## src/hdl/smf_pkg.sv

```systemverilog
`timescale 1ns / 1ps
`default_nettype none
// ----------------------------------------------------------------------------
// smf_pkg: shared types and constants for the segment morph frame engine
// Field widths, register indexes, sequencer states, divider command and
// frame helpers used by the bit-serial units and the top level.
// ----------------------------------------------------------------------------
package smf_pkg;

   localparam int MAX_DIGITS = 8;
   localparam int FRAME_W    = 64;
   localparam int DCNT_W     = 4;
   localparam int DUR_W      = 32;
   localparam int STEPS_W    = 16;
   localparam int ELAPSED_W  = 32;
   localparam int PROD_W     = ELAPSED_W + STEPS_W;
   localparam int THR_W      = 8;
   localparam int TOTAL_W    = 7;    // digits * 8, up to 64
   localparam int LIMIT_W    = 14;   // (threshold + 1) * total, up to 16320
   localparam int DIV_CNT_W  = 5;
   localparam int CSR_IDX_W  = 3;

   localparam logic [DIV_CNT_W-1:0] DIV_STEP_ITERS = DIV_CNT_W'(STEPS_W);
   localparam logic [DIV_CNT_W-1:0] DIV_THR_ITERS  = DIV_CNT_W'(THR_W);

   localparam logic [CSR_IDX_W-1:0] CSR_DIGITS      = 3'd0;
   localparam logic [CSR_IDX_W-1:0] CSR_DURATION    = 3'd1;
   localparam logic [CSR_IDX_W-1:0] CSR_MORPH_STEPS = 3'd2;
   localparam logic [CSR_IDX_W-1:0] CSR_START_SEGS  = 3'd3;
   localparam logic [CSR_IDX_W-1:0] CSR_TARGET_SEGS = 3'd4;

   localparam logic OP_START = 1'b0;
   localparam logic OP_TICK  = 1'b1;

   localparam int RSP_UPDATED_BIT = 0;
   localparam int RSP_DONE_BIT    = 1;

   typedef enum logic [2:0] {
      ST_IDLE,
      ST_MUL,
      ST_DIV1,
      ST_CHECK,
      ST_DIV2,
      ST_BLEND,
      ST_EMIT
   } state_type;

   typedef struct packed {
      logic                 start;
      logic [DUR_W-1:0]     rem_init;
      logic [STEPS_W-1:0]   num_lo;
      logic [DUR_W-1:0]     divisor;
      logic [DIV_CNT_W-1:0] iters;
   } div_cmd_type;

   // clamp the digit count to the display size
   function automatic logic [DCNT_W-1:0] digits_in_use(input logic [DCNT_W-1:0] cnt);
      logic [DCNT_W-1:0] n;
      n = cnt;
      if (cnt > DCNT_W'(MAX_DIGITS)) begin
         n = DCNT_W'(MAX_DIGITS);
      end
      return n;
   endfunction

   // one byte of ones for every digit in use
   function automatic logic [FRAME_W-1:0] frame_mask(input logic [DCNT_W-1:0] n);
      logic [FRAME_W-1:0] m;
      m = '0;
      for (int d = 0; d < MAX_DIGITS; d++) begin
         m[8*d +: 8] = (DCNT_W'(d) < n) ? 8'hFF : 8'h00;
      end
      return m;
   endfunction

endpackage
`default_nettype wire

```

## src/hdl/smf_mul.sv

```systemverilog
`timescale 1ns / 1ps
`default_nettype none
// ----------------------------------------------------------------------------
// smf_mul: bit-serial multiplier
// Shift-add product of elapsed time and step count, one multiplier bit per
// cycle, most significant bit first.
// ----------------------------------------------------------------------------
module smf_mul
   import smf_pkg::*;
(
   input  wire logic                 clock,
   input  wire logic                 reset,
   input  wire logic                 start,
   input  wire logic [ELAPSED_W-1:0] a,
   input  wire logic [STEPS_W-1:0]   b,
   output logic                      done,
   output logic [PROD_W-1:0]         product
);

   localparam logic [3:0] LAST_BIT = 4'(STEPS_W - 1);

   logic                 busy_ff, busy_in;
   logic                 done_ff, done_in;
   logic [3:0]           cnt_ff, cnt_in;
   logic [ELAPSED_W-1:0] a_ff, a_in;
   logic [STEPS_W-1:0]   b_ff, b_in;
   logic [PROD_W-1:0]    acc_ff, acc_in;

   always_comb begin
      busy_in = busy_ff;
      done_in = 1'b0;
      cnt_in  = cnt_ff;
      a_in    = a_ff;
      b_in    = b_ff;
      acc_in  = acc_ff;
      if (start) begin
         busy_in = 1'b1;
         cnt_in  = '0;
         a_in    = a;
         b_in    = b;
         acc_in  = '0;
      end else if (busy_ff) begin
         acc_in = {acc_ff[PROD_W-2:0], 1'b0}
                  + (b_ff[STEPS_W-1] ? {{STEPS_W{1'b0}}, a_ff} : '0);
         b_in   = {b_ff[STEPS_W-2:0], 1'b0};
         cnt_in = cnt_ff + 4'd1;
         if (cnt_ff == LAST_BIT) begin
            busy_in = 1'b0;
            done_in = 1'b1;
         end
      end
   end

   always_ff @(posedge clock) begin
      if (reset) begin
         busy_ff <= 1'b0;
         done_ff <= 1'b0;
      end else begin
         busy_ff <= busy_in;
         done_ff <= done_in;
      end
   end

   always_ff @(posedge clock) begin
      cnt_ff <= cnt_in;
      a_ff   <= a_in;
      b_ff   <= b_in;
      acc_ff <= acc_in;
   end

   assign done    = done_ff;
   assign product = acc_ff;

endmodule
`default_nettype wire

```

## src/hdl/smf_div.sv

```systemverilog
`timescale 1ns / 1ps
`default_nettype none
// ----------------------------------------------------------------------------
// smf_div: bit-serial restoring divider
// One quotient bit per cycle. The caller loads a partial remainder that is
// already below the divisor, so the quotient fits the iteration count.
// ----------------------------------------------------------------------------
module smf_div
   import smf_pkg::*;
(
   input  wire logic               clock,
   input  wire logic               reset,
   input  wire div_cmd_type        cmd,
   output logic                    done,
   output logic [STEPS_W-1:0]      quot
);

   logic                 busy_ff, busy_in;
   logic                 done_ff, done_in;
   logic [DIV_CNT_W-1:0] cnt_ff, cnt_in;
   logic [DUR_W-1:0]     rem_ff, rem_in;
   logic [STEPS_W-1:0]   lo_ff, lo_in;
   logic [STEPS_W-1:0]   q_ff, q_in;
   logic [DUR_W-1:0]     div_ff, div_in;
   logic [DUR_W:0]       trial;
   logic [DUR_W:0]       diff;
   logic                 ge;

   always_comb begin
      trial = {rem_ff, lo_ff[STEPS_W-1]};
      diff  = trial - {1'b0, div_ff};
      ge    = (trial >= {1'b0, div_ff});

      busy_in = busy_ff;
      done_in = 1'b0;
      cnt_in  = cnt_ff;
      rem_in  = rem_ff;
      lo_in   = lo_ff;
      q_in    = q_ff;
      div_in  = div_ff;
      if (cmd.start) begin
         busy_in = 1'b1;
         cnt_in  = cmd.iters;
         rem_in  = cmd.rem_init;
         lo_in   = cmd.num_lo;
         q_in    = '0;
         div_in  = cmd.divisor;
      end else if (busy_ff) begin
         // keep the remainder when the trial falls short, subtract otherwise
         rem_in = ge ? diff[DUR_W-1:0] : trial[DUR_W-1:0];
         lo_in  = {lo_ff[STEPS_W-2:0], 1'b0};
         q_in   = {q_ff[STEPS_W-2:0], ge};
         cnt_in = cnt_ff - DIV_CNT_W'(1);
         if (cnt_ff == DIV_CNT_W'(1)) begin
            busy_in = 1'b0;
            done_in = 1'b1;
         end
      end
   end

   always_ff @(posedge clock) begin
      if (reset) begin
         busy_ff <= 1'b0;
         done_ff <= 1'b0;
      end else begin
         busy_ff <= busy_in;
         done_ff <= done_in;
      end
   end

   always_ff @(posedge clock) begin
      cnt_ff <= cnt_in;
      rem_ff <= rem_in;
      lo_ff  <= lo_in;
      q_ff   <= q_in;
      div_ff <= div_in;
   end

   assign done = done_ff;
   assign quot = q_ff;

endmodule
`default_nettype wire

```

## src/hdl/smf_blend.sv

```systemverilog
`timescale 1ns / 1ps
`default_nettype none
// ----------------------------------------------------------------------------
// smf_blend: bit-serial frame blender
// Walks the 64 segment positions one per cycle. A running pos*255 sum is
// compared to (threshold+1)*total to pick the target or the start bit.
// ----------------------------------------------------------------------------
module smf_blend
   import smf_pkg::*;
(
   input  wire logic               clock,
   input  wire logic               reset,
   input  wire logic               start,
   input  wire logic [LIMIT_W-1:0] limit,
   input  wire logic [TOTAL_W-1:0] total,
   input  wire logic [FRAME_W-1:0] start_seg,
   input  wire logic [FRAME_W-1:0] target_seg,
   output logic                    done,
   output logic [FRAME_W-1:0]      frame
);

   localparam logic [TOTAL_W-1:0] LAST_POS = TOTAL_W'(FRAME_W - 1);
   localparam logic [LIMIT_W-1:0] WEIGHT_STEP = LIMIT_W'(255);

   logic                 busy_ff, busy_in;
   logic                 done_ff, done_in;
   logic [TOTAL_W-1:0]   pos_ff, pos_in;
   logic [LIMIT_W-1:0]   acc_ff, acc_in;
   logic [LIMIT_W-1:0]   lim_ff, lim_in;
   logic [TOTAL_W-1:0]   tot_ff, tot_in;
   logic [FRAME_W-1:0]   st_ff, st_in;
   logic [FRAME_W-1:0]   tg_ff, tg_in;
   logic [FRAME_W-1:0]   fr_ff, fr_in;
   logic                 bit_out;

   always_comb begin
      // positions past the digits in use stay dark
      bit_out = (pos_ff < tot_ff) && ((acc_ff < lim_ff) ? tg_ff[0] : st_ff[0]);

      busy_in = busy_ff;
      done_in = 1'b0;
      pos_in  = pos_ff;
      acc_in  = acc_ff;
      lim_in  = lim_ff;
      tot_in  = tot_ff;
      st_in   = st_ff;
      tg_in   = tg_ff;
      fr_in   = fr_ff;
      if (start) begin
         busy_in = 1'b1;
         pos_in  = '0;
         acc_in  = '0;
         lim_in  = limit;
         tot_in  = total;
         st_in   = start_seg;
         tg_in   = target_seg;
      end else if (busy_ff) begin
         fr_in  = {bit_out, fr_ff[FRAME_W-1:1]};
         st_in  = {1'b0, st_ff[FRAME_W-1:1]};
         tg_in  = {1'b0, tg_ff[FRAME_W-1:1]};
         acc_in = acc_ff + WEIGHT_STEP;
         pos_in = pos_ff + TOTAL_W'(1);
         if (pos_ff == LAST_POS) begin
            busy_in = 1'b0;
            done_in = 1'b1;
         end
      end
   end

   always_ff @(posedge clock) begin
      if (reset) begin
         busy_ff <= 1'b0;
         done_ff <= 1'b0;
      end else begin
         busy_ff <= busy_in;
         done_ff <= done_in;
      end
   end

   always_ff @(posedge clock) begin
      pos_ff <= pos_in;
      acc_ff <= acc_in;
      lim_ff <= lim_in;
      tot_ff <= tot_in;
      st_ff  <= st_in;
      tg_ff  <= tg_in;
      fr_ff  <= fr_in;
   end

   assign done  = done_ff;
   assign frame = fr_ff;

endmodule
`default_nettype wire

```

## src/hdl/segment_morph_frame_engine.sv

```systemverilog
`timescale 1ns / 1ps
`default_nettype none
// ----------------------------------------------------------------------------
// segment_morph_frame_engine: start-to-target segment frame morph
// Turns start and tick beats into frame updates. Step and threshold come
// from a bit-serial multiplier and a shared bit-serial divider; the frame is
// built one segment position per cycle.
// ----------------------------------------------------------------------------
//
//  Channel  Direction  Payload
//  -------  ---------  --------------------------------------------------
//  req_     in         tuser[0] op, tdata[31:0] elapsed
//  rsp_     out        tuser[0] updated, tuser[1] done_res, tdata frame
//  csr_     in         we, index (0..4), wdata[63:0], write-only
//
//  Start beats, ticks while idle, finishing ticks and ticks with no steps
//  set load their result beat at the accepting edge; it shows the next cycle.
//  A tick that reaches the step check runs the serial multiply and the
//  serial step divide; when the step changes it also runs the serial
//  threshold divide and the blend walk, and its result is loaded only once
//  the last of them is done. The input stays closed.
//  Synchronous active-high reset returns the configuration registers to
//  their defaults and the morph to idle. A stalled result holds in the
//  output register; the next beat is taken in that same cycle it drains.
// ----------------------------------------------------------------------------
module segment_morph_frame_engine
   import smf_pkg::*;
(
   input  wire logic                 clock,
   input  wire logic                 reset,
   // request stream
   input  wire logic                 req_tvalid,
   output logic                      req_tready,
   input  wire logic [31:0]          req_tdata,   // [31:0] elapsed
   input  wire logic [0:0]           req_tuser,   // [0] op
   // response stream
   output logic                      rsp_tvalid,
   input  wire logic                 rsp_tready,
   output logic [63:0]               rsp_tdata,   // [63:0] frame
   output logic [1:0]                rsp_tuser,   // [0] updated, [1] done_res
   // configuration writes
   input  wire logic                 csr_we,
   input  wire logic [CSR_IDX_W-1:0] csr_index,
   input  wire logic [63:0]          csr_wdata
);

   // configuration registers
   logic [DCNT_W-1:0]  dcnt_ff, dcnt_in;
   logic [DUR_W-1:0]   dur_ff, dur_in;
   logic [STEPS_W-1:0] steps_ff, steps_in;
   logic [FRAME_W-1:0] sseg_ff, sseg_in;
   logic [FRAME_W-1:0] tseg_ff, tseg_in;

   // morph state and sequencer
   state_type          state_ff, state_in;
   logic               active_ff, active_in;
   logic [STEPS_W-1:0] last_step_ff, last_step_in;
   logic [STEPS_W-1:0] step_ff, step_in;
   logic               pend_upd_ff, pend_upd_in;

   // output register
   logic               rsp_valid_ff, rsp_valid_in;
   logic [1:0]         rsp_user_ff, rsp_user_in;
   logic [FRAME_W-1:0] rsp_data_ff, rsp_data_in;

   // serial unit hookup
   logic                 mul_start;
   logic                 mul_done;
   logic [PROD_W-1:0]    mul_product;
   div_cmd_type          div_cmd;
   logic                 div_done;
   logic [STEPS_W-1:0]   div_quot;
   logic                 blend_start;
   logic                 blend_done;
   logic [FRAME_W-1:0]   blend_frame;

   logic                 out_free;
   logic                 req_fire;
   logic                 op;
   logic [ELAPSED_W-1:0] elapsed;
   logic [DCNT_W-1:0]    n_digits;
   logic [TOTAL_W-1:0]   total;
   logic [23:0]          step_x255;
   logic [THR_W:0]       thr_p1;
   logic [LIMIT_W-1:0]   limit_full;

   assign out_free   = !rsp_valid_ff || rsp_tready;
   assign req_tready = (state_ff == ST_IDLE) && out_free;
   assign req_fire   = req_tvalid && req_tready;
   assign op         = req_tuser[0];
   assign elapsed    = req_tdata[ELAPSED_W-1:0];

   assign n_digits   = digits_in_use(dcnt_ff);
   assign total      = {n_digits, 3'b000};
   // step*255 as (step << 8) - step
   assign step_x255  = {step_ff, 8'h00} - {8'h00, step_ff};
   // threshold >= floor(pos*255/total) exactly when pos*255 < (threshold+1)*total;
   // threshold stays below 255, so the product fits the limit width
   assign thr_p1     = {1'b0, div_quot[THR_W-1:0]} + (THR_W+1)'(1);
   assign limit_full = {{(LIMIT_W-THR_W-1){1'b0}}, thr_p1}
                       * {{(LIMIT_W-TOTAL_W){1'b0}}, total};

   // configuration port: writes beyond the register list drop
   always_comb begin
      dcnt_in  = dcnt_ff;
      dur_in   = dur_ff;
      steps_in = steps_ff;
      sseg_in  = sseg_ff;
      tseg_in  = tseg_ff;
      if (csr_we) begin
         unique case (csr_index)
            CSR_DIGITS:      dcnt_in  = csr_wdata[DCNT_W-1:0];
            CSR_DURATION:    dur_in   = csr_wdata[DUR_W-1:0];
            CSR_MORPH_STEPS: steps_in = csr_wdata[STEPS_W-1:0];
            CSR_START_SEGS:  sseg_in  = csr_wdata;
            CSR_TARGET_SEGS: tseg_in  = csr_wdata;
            default: ;
         endcase
      end
   end

   // sequencer
   always_comb begin
      state_in     = state_ff;
      active_in    = active_ff;
      last_step_in = last_step_ff;
      step_in      = step_ff;
      pend_upd_in  = pend_upd_ff;
      rsp_valid_in = rsp_valid_ff && !rsp_tready;
      rsp_user_in  = rsp_user_ff;
      rsp_data_in  = rsp_data_ff;
      mul_start    = 1'b0;
      div_cmd      = '0;
      blend_start  = 1'b0;

      unique case (state_ff)
         ST_IDLE: begin
            if (req_fire) begin
               // default answer: no update
               rsp_valid_in = 1'b1;
               rsp_user_in  = '0;
               rsp_data_in  = '0;
               if (op == OP_START) begin
                  if (!active_ff && (dur_ff != '0) && (steps_ff != '0)) begin
                     active_in    = 1'b1;
                     last_step_in = '0;
                  end
               end else if (active_ff) begin
                  if (elapsed >= dur_ff) begin
                     // finish: show the target and drop to idle
                     active_in                    = 1'b0;
                     rsp_user_in[RSP_UPDATED_BIT] = 1'b1;
                     rsp_user_in[RSP_DONE_BIT]    = 1'b1;
                     rsp_data_in                  = tseg_ff & frame_mask(n_digits);
                  end else if (steps_ff != '0) begin
                     // hold the result back until the step check and any frame build are done
                     rsp_valid_in = 1'b0;
                     mul_start    = 1'b1;
                     state_in     = ST_MUL;
                  end
               end
            end
         end
         ST_MUL: begin
            if (mul_done) begin
               div_cmd.start    = 1'b1;
               div_cmd.rem_init = mul_product[PROD_W-1:STEPS_W];
               div_cmd.num_lo   = mul_product[STEPS_W-1:0];
               div_cmd.divisor  = dur_ff;
               div_cmd.iters    = DIV_STEP_ITERS;
               state_in         = ST_DIV1;
            end
         end
         ST_DIV1: begin
            if (div_done) begin
               step_in  = div_quot;
               state_in = ST_CHECK;
            end
         end
         ST_CHECK: begin
            if (step_ff == last_step_ff) begin
               pend_upd_in = 1'b0;
               state_in    = ST_EMIT;
            end else begin
               last_step_in     = step_ff;
               div_cmd.start    = 1'b1;
               div_cmd.rem_init = {16'h0000, step_x255[23:8]};
               div_cmd.num_lo   = {step_x255[7:0], 8'h00};
               div_cmd.divisor  = {16'h0000, steps_ff};
               div_cmd.iters    = DIV_THR_ITERS;
               state_in         = ST_DIV2;
            end
         end
         ST_DIV2: begin
            if (div_done) begin
               blend_start = 1'b1;
               state_in    = ST_BLEND;
            end
         end
         ST_BLEND: begin
            if (blend_done) begin
               pend_upd_in = 1'b1;
               state_in    = ST_EMIT;
            end
         end
         ST_EMIT: begin
            if (out_free) begin
               rsp_valid_in                 = 1'b1;
               rsp_user_in                  = '0;
               rsp_user_in[RSP_UPDATED_BIT] = pend_upd_ff;
               rsp_data_in                  = pend_upd_ff ? blend_frame : '0;
               state_in                     = ST_IDLE;
            end
         end
         default: begin
            state_in = ST_IDLE;
         end
      endcase
   end

   always_ff @(posedge clock) begin
      if (reset) begin
         dcnt_ff      <= DCNT_W'(8);
         dur_ff       <= DUR_W'(1000);
         steps_ff     <= STEPS_W'(16);
         sseg_ff      <= '0;
         tseg_ff      <= '0;
         state_ff     <= ST_IDLE;
         active_ff    <= 1'b0;
         last_step_ff <= '0;
         rsp_valid_ff <= 1'b0;
      end else begin
         dcnt_ff      <= dcnt_in;
         dur_ff       <= dur_in;
         steps_ff     <= steps_in;
         sseg_ff      <= sseg_in;
         tseg_ff      <= tseg_in;
         state_ff     <= state_in;
         active_ff    <= active_in;
         last_step_ff <= last_step_in;
         rsp_valid_ff <= rsp_valid_in;
      end
   end

   always_ff @(posedge clock) begin
      step_ff     <= step_in;
      pend_upd_ff <= pend_upd_in;
      rsp_user_ff <= rsp_user_in;
      rsp_data_ff <= rsp_data_in;
   end

   smf_mul u_mul (
      .clock   (clock),
      .reset   (reset),
      .start   (mul_start),
      .a       (elapsed),
      .b       (steps_ff),
      .done    (mul_done),
      .product (mul_product)
   );

   smf_div u_div (
      .clock (clock),
      .reset (reset),
      .cmd   (div_cmd),
      .done  (div_done),
      .quot  (div_quot)
   );

   smf_blend u_blend (
      .clock      (clock),
      .reset      (reset),
      .start      (blend_start),
      .limit      (limit_full),
      .total      (total),
      .start_seg  (sseg_ff),
      .target_seg (tseg_ff),
      .done       (blend_done),
      .frame      (blend_frame)
   );

   assign rsp_tvalid = rsp_valid_ff;
   assign rsp_tuser  = rsp_user_ff;
   assign rsp_tdata  = rsp_data_ff;

   // a finishing beat always leaves the morph idle while it waits
   a_done_idle: assert property (@(posedge clock) disable iff (reset)
      (rsp_valid_ff && rsp_user_ff[RSP_DONE_BIT]) |-> !active_ff)
      else $error("done result while morph still active");

   // the morph arms only on an accepted start beat
   a_arm_on_start: assert property (@(posedge clock) disable iff (reset)
      $rose(active_ff) |-> $past(req_fire && (op == OP_START)))
      else $error("morph armed without a start beat");

   // serial units report completion only in the state waiting for them
   a_mul_state: assert property (@(posedge clock) disable iff (reset)
      mul_done |-> (state_ff == ST_MUL))
      else $error("multiplier done outside its state");

   a_div_state: assert property (@(posedge clock) disable iff (reset)
      div_done |-> ((state_ff == ST_DIV1) || (state_ff == ST_DIV2)))
      else $error("divider done outside its states");

   a_blend_state: assert property (@(posedge clock) disable iff (reset)
      blend_done |-> (state_ff == ST_BLEND))
      else $error("blend done outside its state");

endmodule
`default_nettype wire
```

## config.mk

```make
export PLATFORM = sky130hd
export DESIGN_NAME = segment_morph_frame_engine
export DESIGN_NICKNAME = d
export VERILOG_FILES = /design/src/hdl/smf_pkg.sv /design/src/hdl/smf_mul.sv /design/src/hdl/smf_div.sv /design/src/hdl/smf_blend.sv /design/src/hdl/segment_morph_frame_engine.sv
export SDC_FILE = /design/constraint.sdc
export NUM_CORES = 1
export LEC_CHECK = 0
export BUFFER_PORTS_ARGS = -buffer_cell sky130_fd_sc_hd__buf_4
export CORE_ASPECT_RATIO = 1.75
export CORE_MARGIN = 8
export CORE_UTILIZATION = 25
export CTS_CLUSTER_DIAMETER = 30
export DETAILED_ROUTE_END_ITERATION = 8
export PLACE_DENSITY = 0.4
export SETUP_SLACK_MARGIN = 0.15
export SYNTH_ARGS = -nofsm -noshare
export SYNTH_HDL_FRONTEND = slang
export SYNTH_SLANG_ARGS = --single-unit
export TNS_END_PERCENT = 10
```

## constraint.sdc

```tcl
create_clock -name clock -period 18.28 [get_ports clock]
set_clock_uncertainty 0.05 [all_clocks]
set_input_delay 4.57 -clock clock [delete_from_list [all_inputs] [get_ports clock]]
set_output_delay 4.57 -clock clock [all_outputs]
set_load 0.01 [all_outputs]
```

==> flow_summary.yaml, run 1 <==
pwr:
  fin_total_pwr_mw: 5.20
  ir_worst_vdd_uv: 96.7
  cellPowerDensity_nw_per_um2: 122
  leakagePower_nw: 15.7
  p_comb_frac: 0.092
  pwr-share-clk: 0.547
  p_sw_mw: 1.37
  intPower_mw: 3.83
  swShare: 0.264
  power_frac_seq: 0.361
sta:
  max_slew.worst_pin.slew_ns: 1.13
  relSlewSlack: 0.247
  setup_violations: 0
  rsz0062_at_grt: "no"
  fin_crit_ns: 9.90
  fin_tns_setup_ns: 0
  holdWs_ns: 0.375
  fmax_mhz: 101
  hold_viol: 0
  final_max_slew_viol_count: 0
  finalCritPeriodShare: 0.542
cts:
  clock_sinks: 719
  post_cts_buffers: 0
  htree_levels: 4
  cts_tree: "done"
  cts.clk_slew.worst_paths_ns: 0.05
  ctsResizeCount: 0
  clockBufferDepth: 3
  clk_latency_ns: 0.79
  cts-root-buf: "clkbuf_16"
  hold_buffers: 0
  cts_buffers: 147
setup_path:
  r2r-end: "u_mul.b_ff[2]"
  r2r_slack_ns: 13.35
  critical_path_class: "in2out"
  crit_arrival_ns: 5.28
  r2r-start: "dur_ff[25]"
  crit_path_max_fanout: 3
  startpoint_type: "input pin"
  crit_required_ns: 13.66
  rr_worst_depth: 12
  crit_path_end_kind: "primary output"
floorplanning:
  io_pins: 173
  die_w_um: 295
  die_area_um2: 149000
  placementRows: 179
  coreArea_um2: 136000
  initial_utilization: 0.251
  die_h_um: 504
global_routing:
  grt_pass1_wl_um: 165000
  grt_max_degree: 116
  antenna_found_initial: 8
  grt_pass1_vias: 25900
  grt_util_all_layers: 0.145
  grt_overflow: 0
placement:
  place.gp.congestion: 0.841
  io_buffers: 172
  dp_hpwl_um: 77300
run:
  cap_violations: 0
cells_and_area:
  nets: 3623
  areaGrowthSynthToFinish_pct: 25.3
  final_layout_size_suffix_gt1_frac: 0.187
synthesis:
  ys_ff_latch: 719
  synth_area_um2: 34100
  ys_types: 89
  yosysTopAreaCellShare: 0.373
  synth_top_area_cell: "edfxtp_1"
  netlist_instances: 3170
  syn_avg_cell_area_um2: 10.7
  yosysSeqAreaShare: 0.547
  synthArstFlopShare: 0
  yosys-top-cells-area: "edfxtp_1 (37%), dfxtp_1 (17%), nand2_1 (5.4%), ha_1 (5.0%), mux2_2 (4.4%)"
  synth-edff-count: 423
  yosysWarnings: 0
  syn_nets: 3426
  synthFlopType: "edfxtp_1"
hold_path:
  holdPathEnd: "u_blend.frame[28]"
  min_from: "u_blend.frame[29]"
  hold_path.class: "reg2reg"
  worstHoldPathCells: 0
drt:
  detail-route-antenna-nets: 0
  finalWirelength_um: 109000
  met1_length_um: 44700
  route.met3.wl_um: 5590
  vias_per_cell: 4.61
  top_layer_used: "met5"
  drtIter0Drc: 1064
  met2_length_um: 55200
  num_vias: 24500
  drt-pass1-iter-count: 5
  route.detailed.wl_per_inst_um: 20.6
  drc: 0
outcome:
  status: "completed"
-- placed cells by master (no fill, tap or decap), types with 21 or more instances in the layout --
cell type,synthesis,routed
nand2_1,487,487
edfxtp_1,423,423
dfxtp_1,296,295
a21oi_1,277,277
buf_4,6,206
nor2_1,200,199
clkbuf_16,0,149
inv_1,145,145
ha_1,135,135
mux2_2,132,132
xnor2_1,83,83
o21ai_0,78,78
a22o_1,66,66
mux2i_1,59,59
and2_1,50,50
xor2_1,46,46
nand3_1,48,45
a21o_1,40,40
a211oi_1,36,35
nand4_1,33,33
nand2b_1,30,30
clkinv_2,0,26
a22oi_1,22,22
nor3_1,21,21
-- cell usage after synthesis, drive strengths merged (50+ instances only) --
cell type  number
o21ai          92
a21oi         281
clkbuf        128
and2           50
mux2i          59
mux2          143
xnor2          83
nor2          203
edfxtp        423
dfxtp         296
ha            135
inv           146
a22o           66
nand2         487
-- per-layer routing --
| layer | global-route usage | up-vias |
|---|---|---|
| met4 | 0.0572 | 6 |
| met3 | 0.0380 | 209 |
| met2 | 0.254 | 521 |
| met1 | 0.165 | 11900 |
| met5 | 0 | - |
| li1 | - | 11800 |
-- through the flow --
step	cell area (um^2)	std cells	util	setup WS [ns]
global placement	37300	5028	0.275	8.45
global route	42700	5303	0.315	8.35
CTS	42700	5302	0.315	8.41
detailed placement	37300	5028	0.275	8.41
finish	42700	5306	0.315	8.38
floorplan	34100	3170	-	8.10
-- registers in the layout (all words and copies together), names as in the netlist, 32 cells and up --
register,cells
u_mul.product,48
u_blend.frame,64
rsp_tdata,64
sseg_ff,64
tseg_ff,64
u_blend.st_ff,64
u_div.div_ff,32
u_blend.tg_ff,64
u_div.rem_ff,32
dur_ff,32
u_mul.a_ff,32
-- worst max path at each step --
| stage | start | end |
|---|---|---|
| 2_1_floorplan | req_tvalid | rsp_tdata[0] |
| 3_3_place_gp | rsp_tready | req_tready |
| 3_5_place_dp | rsp_tready | req_tready |
| 4_1_cts | rsp_tready | req_tready |
| 5_1_grt | rsp_tready | req_tready |
| 6_report | rsp_tready | req_tready |
-- layout make-up --
type	instances	area (um^2)
Fill cell	14100	93000
Sequential cell	719	18600
Multi-Input combinational cell	2145	14300
Clock buffer	168	3910
Tap cell	1810	2260
Timing Repair Buffer	208	1580
Clock inverter	106	1440
Inverter	146	548
Antenna cell	4	10.0
-- power by group through the flow --
stage	clock, mW	combinational [mW]	sequential (mW)
floorplan	0	0.339	1.87
global placement	0	0.480	1.91
detailed placement	0	0.480	1.91
CTS	2.92	0.483	1.88
global route	2.98	0.536	1.89
finish	2.85	0.477	1.88
-- critical path: stages --
cell     delay (ns)
buf_4          0.12
nor2b_1        0.31
nor4_1         0.11
buf_4          0.17
-- cell families after synthesis --
kind of cell,Yosys count,share of synthesized area
XOR/XNOR,129,0.0332
AO/OA/AOI/OAI,678,0.130
AND/OR/NAND/NOR,985,0.131
flip-flops,719,0.547
adder cells (fa/ha/maj),151,0.0590
multiplexers,202,0.0647
buffers and inverters,306,0.0357
Power figures use the tool's default switching activity.
==> run 2: changes to the inputs <==
Settings changed: PLACE_DENSITY 0.4 to 0.42.
Clock period 18.28 ns to 8.8 ns, I/O delays scaled along.
==> run 2 against run 1 <==
Effect of this change: sequential share of layout area rose by 0.25 points; global-route usage barely moved; largest power group unchanged; critical endpoint unchanged; largest cell class unchanged; routed wire length fell by 0.26%; sequential power rose by 110%; die area did not move; via count rose by 0.18%; critical path depth did not move; register-to-register slack got worse by 9.1 ns; highest routed layer unchanged; worst hold slack got worse by 0.0020 ns.
==> flow_summary.yaml, run 2 (synthesis results as in run 1) <==
cts:
  clk_latency_ns: 0.76
  cts_tree: "done"
  cts_buffers: 144
  htree_levels: 4
  clock_sinks: 719
  post_cts_buffers: 0
  clockBufferDepth: 3
  hold_buffers: 0
  cts.clk_slew.worst_paths_ns: 0.06
  ctsResizeCount: 0
  cts-root-buf: "clkbuf_16"
floorplanning:
  die_w_um: 295
  placementRows: 179
  initial_utilization: 0.251
  io_pins: 173
  die_h_um: 504
  coreArea_um2: 136000
  die_area_um2: 149000
pwr:
  leakagePower_nw: 15.6
  swShare: 0.263
  p_sw_mw: 2.79
  cellPowerDensity_nw_per_um2: 250
  power_frac_seq: 0.368
  intPower_mw: 7.81
  ir_worst_vdd_uv: 179
  fin_total_pwr_mw: 10.6
  pwr-share-clk: 0.538
  p_comb_frac: 0.093
drt:
  route.detailed.wl_per_inst_um: 20.6
  vias_per_cell: 4.63
  met1_length_um: 43900
  finalWirelength_um: 109000
  drtIter0Drc: 1218
  route.met3.wl_um: 5660
  drc: 0
  met2_length_um: 55600
  top_layer_used: "met5"
  detail-route-antenna-nets: 0
  drt-pass1-iter-count: 5
  num_vias: 24500
sta:
  setup_violations: 0
  max_slew.worst_pin.slew_ns: 1.18
  relSlewSlack: 0.211
  hold_viol: 0
  rsz0062_at_grt: "no"
  fin_tns_setup_ns: 0
  finalCritPeriodShare: 0.591
  final_max_slew_viol_count: 0
  fmax_mhz: 192
  fin_crit_ns: 5.20
placement:
  place.gp.congestion: 0.865
  io_buffers: 172
  dp_hpwl_um: 77500
setup_path:
  critical_path_class: "in2out"
  r2r_slack_ns: 4.20
  startpoint_type: "input pin"
  crit_path_end_kind: "primary output"
  crit_arrival_ns: 2.95
  crit_required_ns: 6.55
  crit_path_max_fanout: 3
cells_and_area:
  areaGrowthSynthToFinish_pct: 24.6
  nets: 3615
  final_common_cell: "nand2_1"
  final_layout_size_suffix_gt1_frac: 0.185
  final_cell_mix: "nand2_1 (486), edfxtp_1 (423), dfxtp_1 (295)"
global_routing:
  grt_pass1_vias: 25800
  antenna_found_initial: 4
  grt_pass1_wl_um: 165000
  grt_overflow: 0
  grt_util_all_layers: 0.145
  grt_max_degree: 110
hold_path:
  hold_path.class: "reg2reg"
outcome:
  status: "completed"
run:
  cap_violations: 0
[run 2: cell count changes in the layout (fill, tap and decap cells not counted), moves of 2 or more]
| cell | previous run | this run |
|---|---|---|
| clkinv_1 | 11 | 1 |
| clkbuf_1 | 8 | 17 |
| buf_4 | 206 | 201 |
| bufinv_16 | 19 | 14 |
| clkinv_2 | 26 | 22 |
| inv_4 | 0 | 4 |
| clkinv_16 | 11 | 8 |
| clkbuf_8 | 12 | 14 |
| clkinvlp_4 | 12 | 14 |
| inv_6 | 11 | 9 |
[run 2: per-layer routing]
metal,vias to the layer above,track usage
met5,-,0
met4,4,0.0578
met3,192,0.0377
met2,536,0.257
met1,12000,0.164
li1,11800,-
[run 2: worst max-delay path, cell delays in order]
cell	delay [ns]
buf_4	0.11
nor2b_1	0.32
nor4_1	0.11
buf_4	0.21
[run 2: final timing paths]
check               startpoint            endpoint  cells after the start
max                 rsp_tready          req_tready                      4
min          u_blend.frame[39]   u_blend.frame[38]                      0
max reg2reg         dcnt_ff[3]  u_blend.lim_ff[13]                     15
min reg2reg  u_blend.frame[39]   u_blend.frame[38]                      0
[run 2: metrics by stage]
stage,hold WS (ns),utilization,setup WS [ns],instances,cell area (um^2)
5_1_grt,0.414,0.313,3.26,5293,42500
3_3_place_gp,0.369,0.275,2.85,5023,37300
3_5_place_dp,0.379,0.275,2.79,5023,37300
6_report,0.373,0.313,3.60,5295,42500
4_1_cts,0.382,0.313,3.59,5292,42500
2_1_floorplan,0.356,-,0.989,3170,34100
[run 2: power groups by stage]
stage / Combinational (mW) / Sequential [mW] / Clock, mW
after floorplan: 0.704 / 3.89 / 0
after global placement: 0.989 / 3.97 / 0
after detailed placement: 0.987 / 3.97 / 0
after CTS: 0.995 / 3.91 / 5.84
after global routing: 1.11 / 3.93 / 5.99
final: 0.986 / 3.90 / 5.70
[run 2: layout make-up]
class                   instances  area, um^2
clock buffers                 179        3960
well taps                    1810        2260
diodes                          3        7.51
clock inverters                90        1190
flip-flops and latches        719       18600
fillers                     14100       93300
repair buffers                203        1540
multi-input cells            2145       14300
inverters                     146         548
==> run 3: changes to the inputs <==
Clock period 8.8 ns to 4.3 ns, I/O delays scaled along.
==> run 3 against run 2 <==
Effect of this change: final cell count increased by 1.1%; worst hold slack better by 0.0058 ns; routed wire length decreased by 0.77%; critical path type is now reg2reg; largest power group unchanged.
==> flow_summary.yaml, run 3 (synthesis results as in run 1) <==
outcome:
  status: "completed"
sta:
  fin_tns_setup_ns: 0
  fin_crit_ns: 3.91
  final_max_slew_viol_count: 0
  max_slew.worst_pin.slew_ns: 1.02
  fmax_mhz: 256
  rsz0062_at_grt: "no"
  finalCritPeriodShare: 0.909
  hold_viol: 0
  setup_ws_ns: 0.392
  setup_violations: 0
  relSlewSlack: 0.316
cts:
  cts.clk_slew.worst_paths_ns: 0.05
  clk_latency_ns: 0.76
  post_cts_buffers: 0
  cts-root-buf: "clkbuf_16"
  clock_sinks: 719
  cts_buffers: 145
  clockBufferDepth: 3
  htree_levels: 4
  cts_tree: "done"
drt:
  finalWirelength_um: 108000
  drtIter0Drc: 1218
  drt-pass1-iter-count: 7
  detail-route-antenna-nets: 0
  vias_per_cell: 4.61
  route.detailed.wl_per_inst_um: 20.2
  num_vias: 24700
  drc: 0
hold_path:
  hold_path.class: "reg2reg"
  min_from: "u_div.quot[15]"
  holdPathEnd: "step_ff[15]"
  worstHoldPathCells: 0
setup_path:
  r2r-end: "u_blend.lim_ff[13]"
  startpoint_type: "flip-flop"
  crit_family: "adder cells"
  rr_worst_depth: 14
  crit_chain: "ha_1 -> xnor2_1 -> nand2b_1 -> fa_1 -> inv_1 -> fa_1 -> fa_1 -> a21o_1 -> a21oi_1 -> o21bai_1 -> a21oi_1 -> o21bai_1 -> a21oi_1 -> xnor2_1"
  crit_path_max_fanout: 10
  crit_buf_inv: 1
  crit_arrival_ns: 4.36
  crit_path_max_incr_delay_ns: 0.54
  critPathSlowestCell: "fa_1"
  r2r-start: "u_div.quot[0]"
  r2r_slack_ns: 0.39
  crit_path_end_kind: "flip-flop"
  crit_required_ns: 4.75
  critical_path_class: "reg2reg"
  cp.depth: 14
global_routing:
  grt_pass1_vias: 26200
  grt_overflow: 0
  antenna_found_initial: 7
  grt_pass1_wl_um: 163000
  grt_max_degree: 115
  grt_util_all_layers: 0.143
cells_and_area:
  nets: 3672
  final_common_cell: "nand2_1"
  final_cell_mix: "nand2_1 (486), edfxtp_1 (423), dfxtp_1 (294)"
  areaGrowthSynthToFinish_pct: 26.1
  final_layout_size_suffix_gt1_frac: 0.198
  instances_no_fill: 5355
  nFillCells: 14100
  stdcell_area_um2: 43000
  multi_input_area_um2: 14300
  seq_area_um2: 18600
placement:
  dp_hpwl_um: 78100
  place_inst: 5079
  place.gp.congestion: 0.827
  dpl_cell_area_um2: 37900
  io_buffers: 172
  dp_slack_ns: -0.00477
floorplanning:
  coreArea_um2: 136000
  die_h_um: 504
  io_pins: 173
  die_area_um2: 149000
  die_w_um: 295
  placementRows: 179
  initial_utilization: 0.251
pwr:
  fin_total_pwr_mw: 21.6
  leakagePower_nw: 15.8
  ir_worst_vdd_uv: 361
  cellPowerDensity_nw_per_um2: 503
run:
  cap_violations: 0
==> run 3: cell types whose count changed in the layout (fill, tap and decap cells not counted), sizes merged <==
cell / change
diode: +2
clkbuf: -14
bufinv: +2
buf: +56
inv: +2
clkinv: +6
clkinvlp: +6
==> run 3: worst max path at each step <==
| stage | startpoint | endpoint |
|---|---|---|
| 2_1_floorplan | state_ff[2] | u_blend.st_ff[0] |
| 3_3_place_gp | req_tdata[25] | u_mul.a_ff[23] |
| 3_5_place_dp | req_tdata[17] | u_mul.b_ff[13] |
| 4_1_cts | u_div.quot[0] | u_blend.lim_ff[13] |
| 5_1_grt | u_div.quot[0] | u_blend.lim_ff[13] |
| 6_report | u_div.quot[0] | u_blend.lim_ff[13] |
==> run 3: power breakdown <==
part           switching, mW  internal (mW)  total, mW  leakage (nW)
registers              0.392           7.59       7.99          6.32
clock network           4.21           7.38       11.6          2.42
logic                   1.15          0.894       2.05          7.12
total                   5.75           15.9       21.6          15.8
==> run 3: timing repair <==
item,in CTS,in global routing
setup endpoints to repair,0,1
hold buffers,0,0
gates resized for setup,0,3
==> run 3: worst register-to-register path, cell delays in order, from the launching register on <==
cell	delay [ns]
dfxtp_2	0.37
ha_1	0.24
xnor2_1	0.19
nand2b_1	0.19
fa_1	0.48
inv_1	0.06
fa_1	0.54
fa_1	0.48
a21o_1	0.18
a21oi_1	0.22
o21bai_1	0.09
a21oi_1	0.22
o21bai_1	0.09
a21oi_1	0.18
xnor2_1	0.08
==> run 3: per-layer routing <==
metal,track usage,part of all wire
met5,0,0.00050
met4,0.0667,0.041
met3,0.0365,0.053
met2,0.251,0.51
met1,0.162,0.40
==> run 3: area by class of cell <==
| class | instances | area share |
|---|---|---|
| Sequential cell | 719 | 0.434 |
| Multi-Input combinational cell | 2145 | 0.333 |
| Clock buffer | 165 | 0.0871 |
| Tap cell | 1810 | 0.0527 |
| Timing Repair Buffer | 259 | 0.0488 |
| Clock inverter | 106 | 0.0315 |
| Inverter | 146 | 0.0128 |
| Antenna cell | 5 | 0.000291 |
==> run 3: per-stage QoR <==
| step | util | hold WS [ns] |
|---|---|---|
| after CTS | 0.316 | 0.376 |
| after global placement | 0.279 | 0.370 |
| after floorplan | - | 0.356 |
| after detailed placement | 0.279 | 0.364 |
| after global routing | 0.316 | 0.408 |
| final | 0.317 | 0.379 |
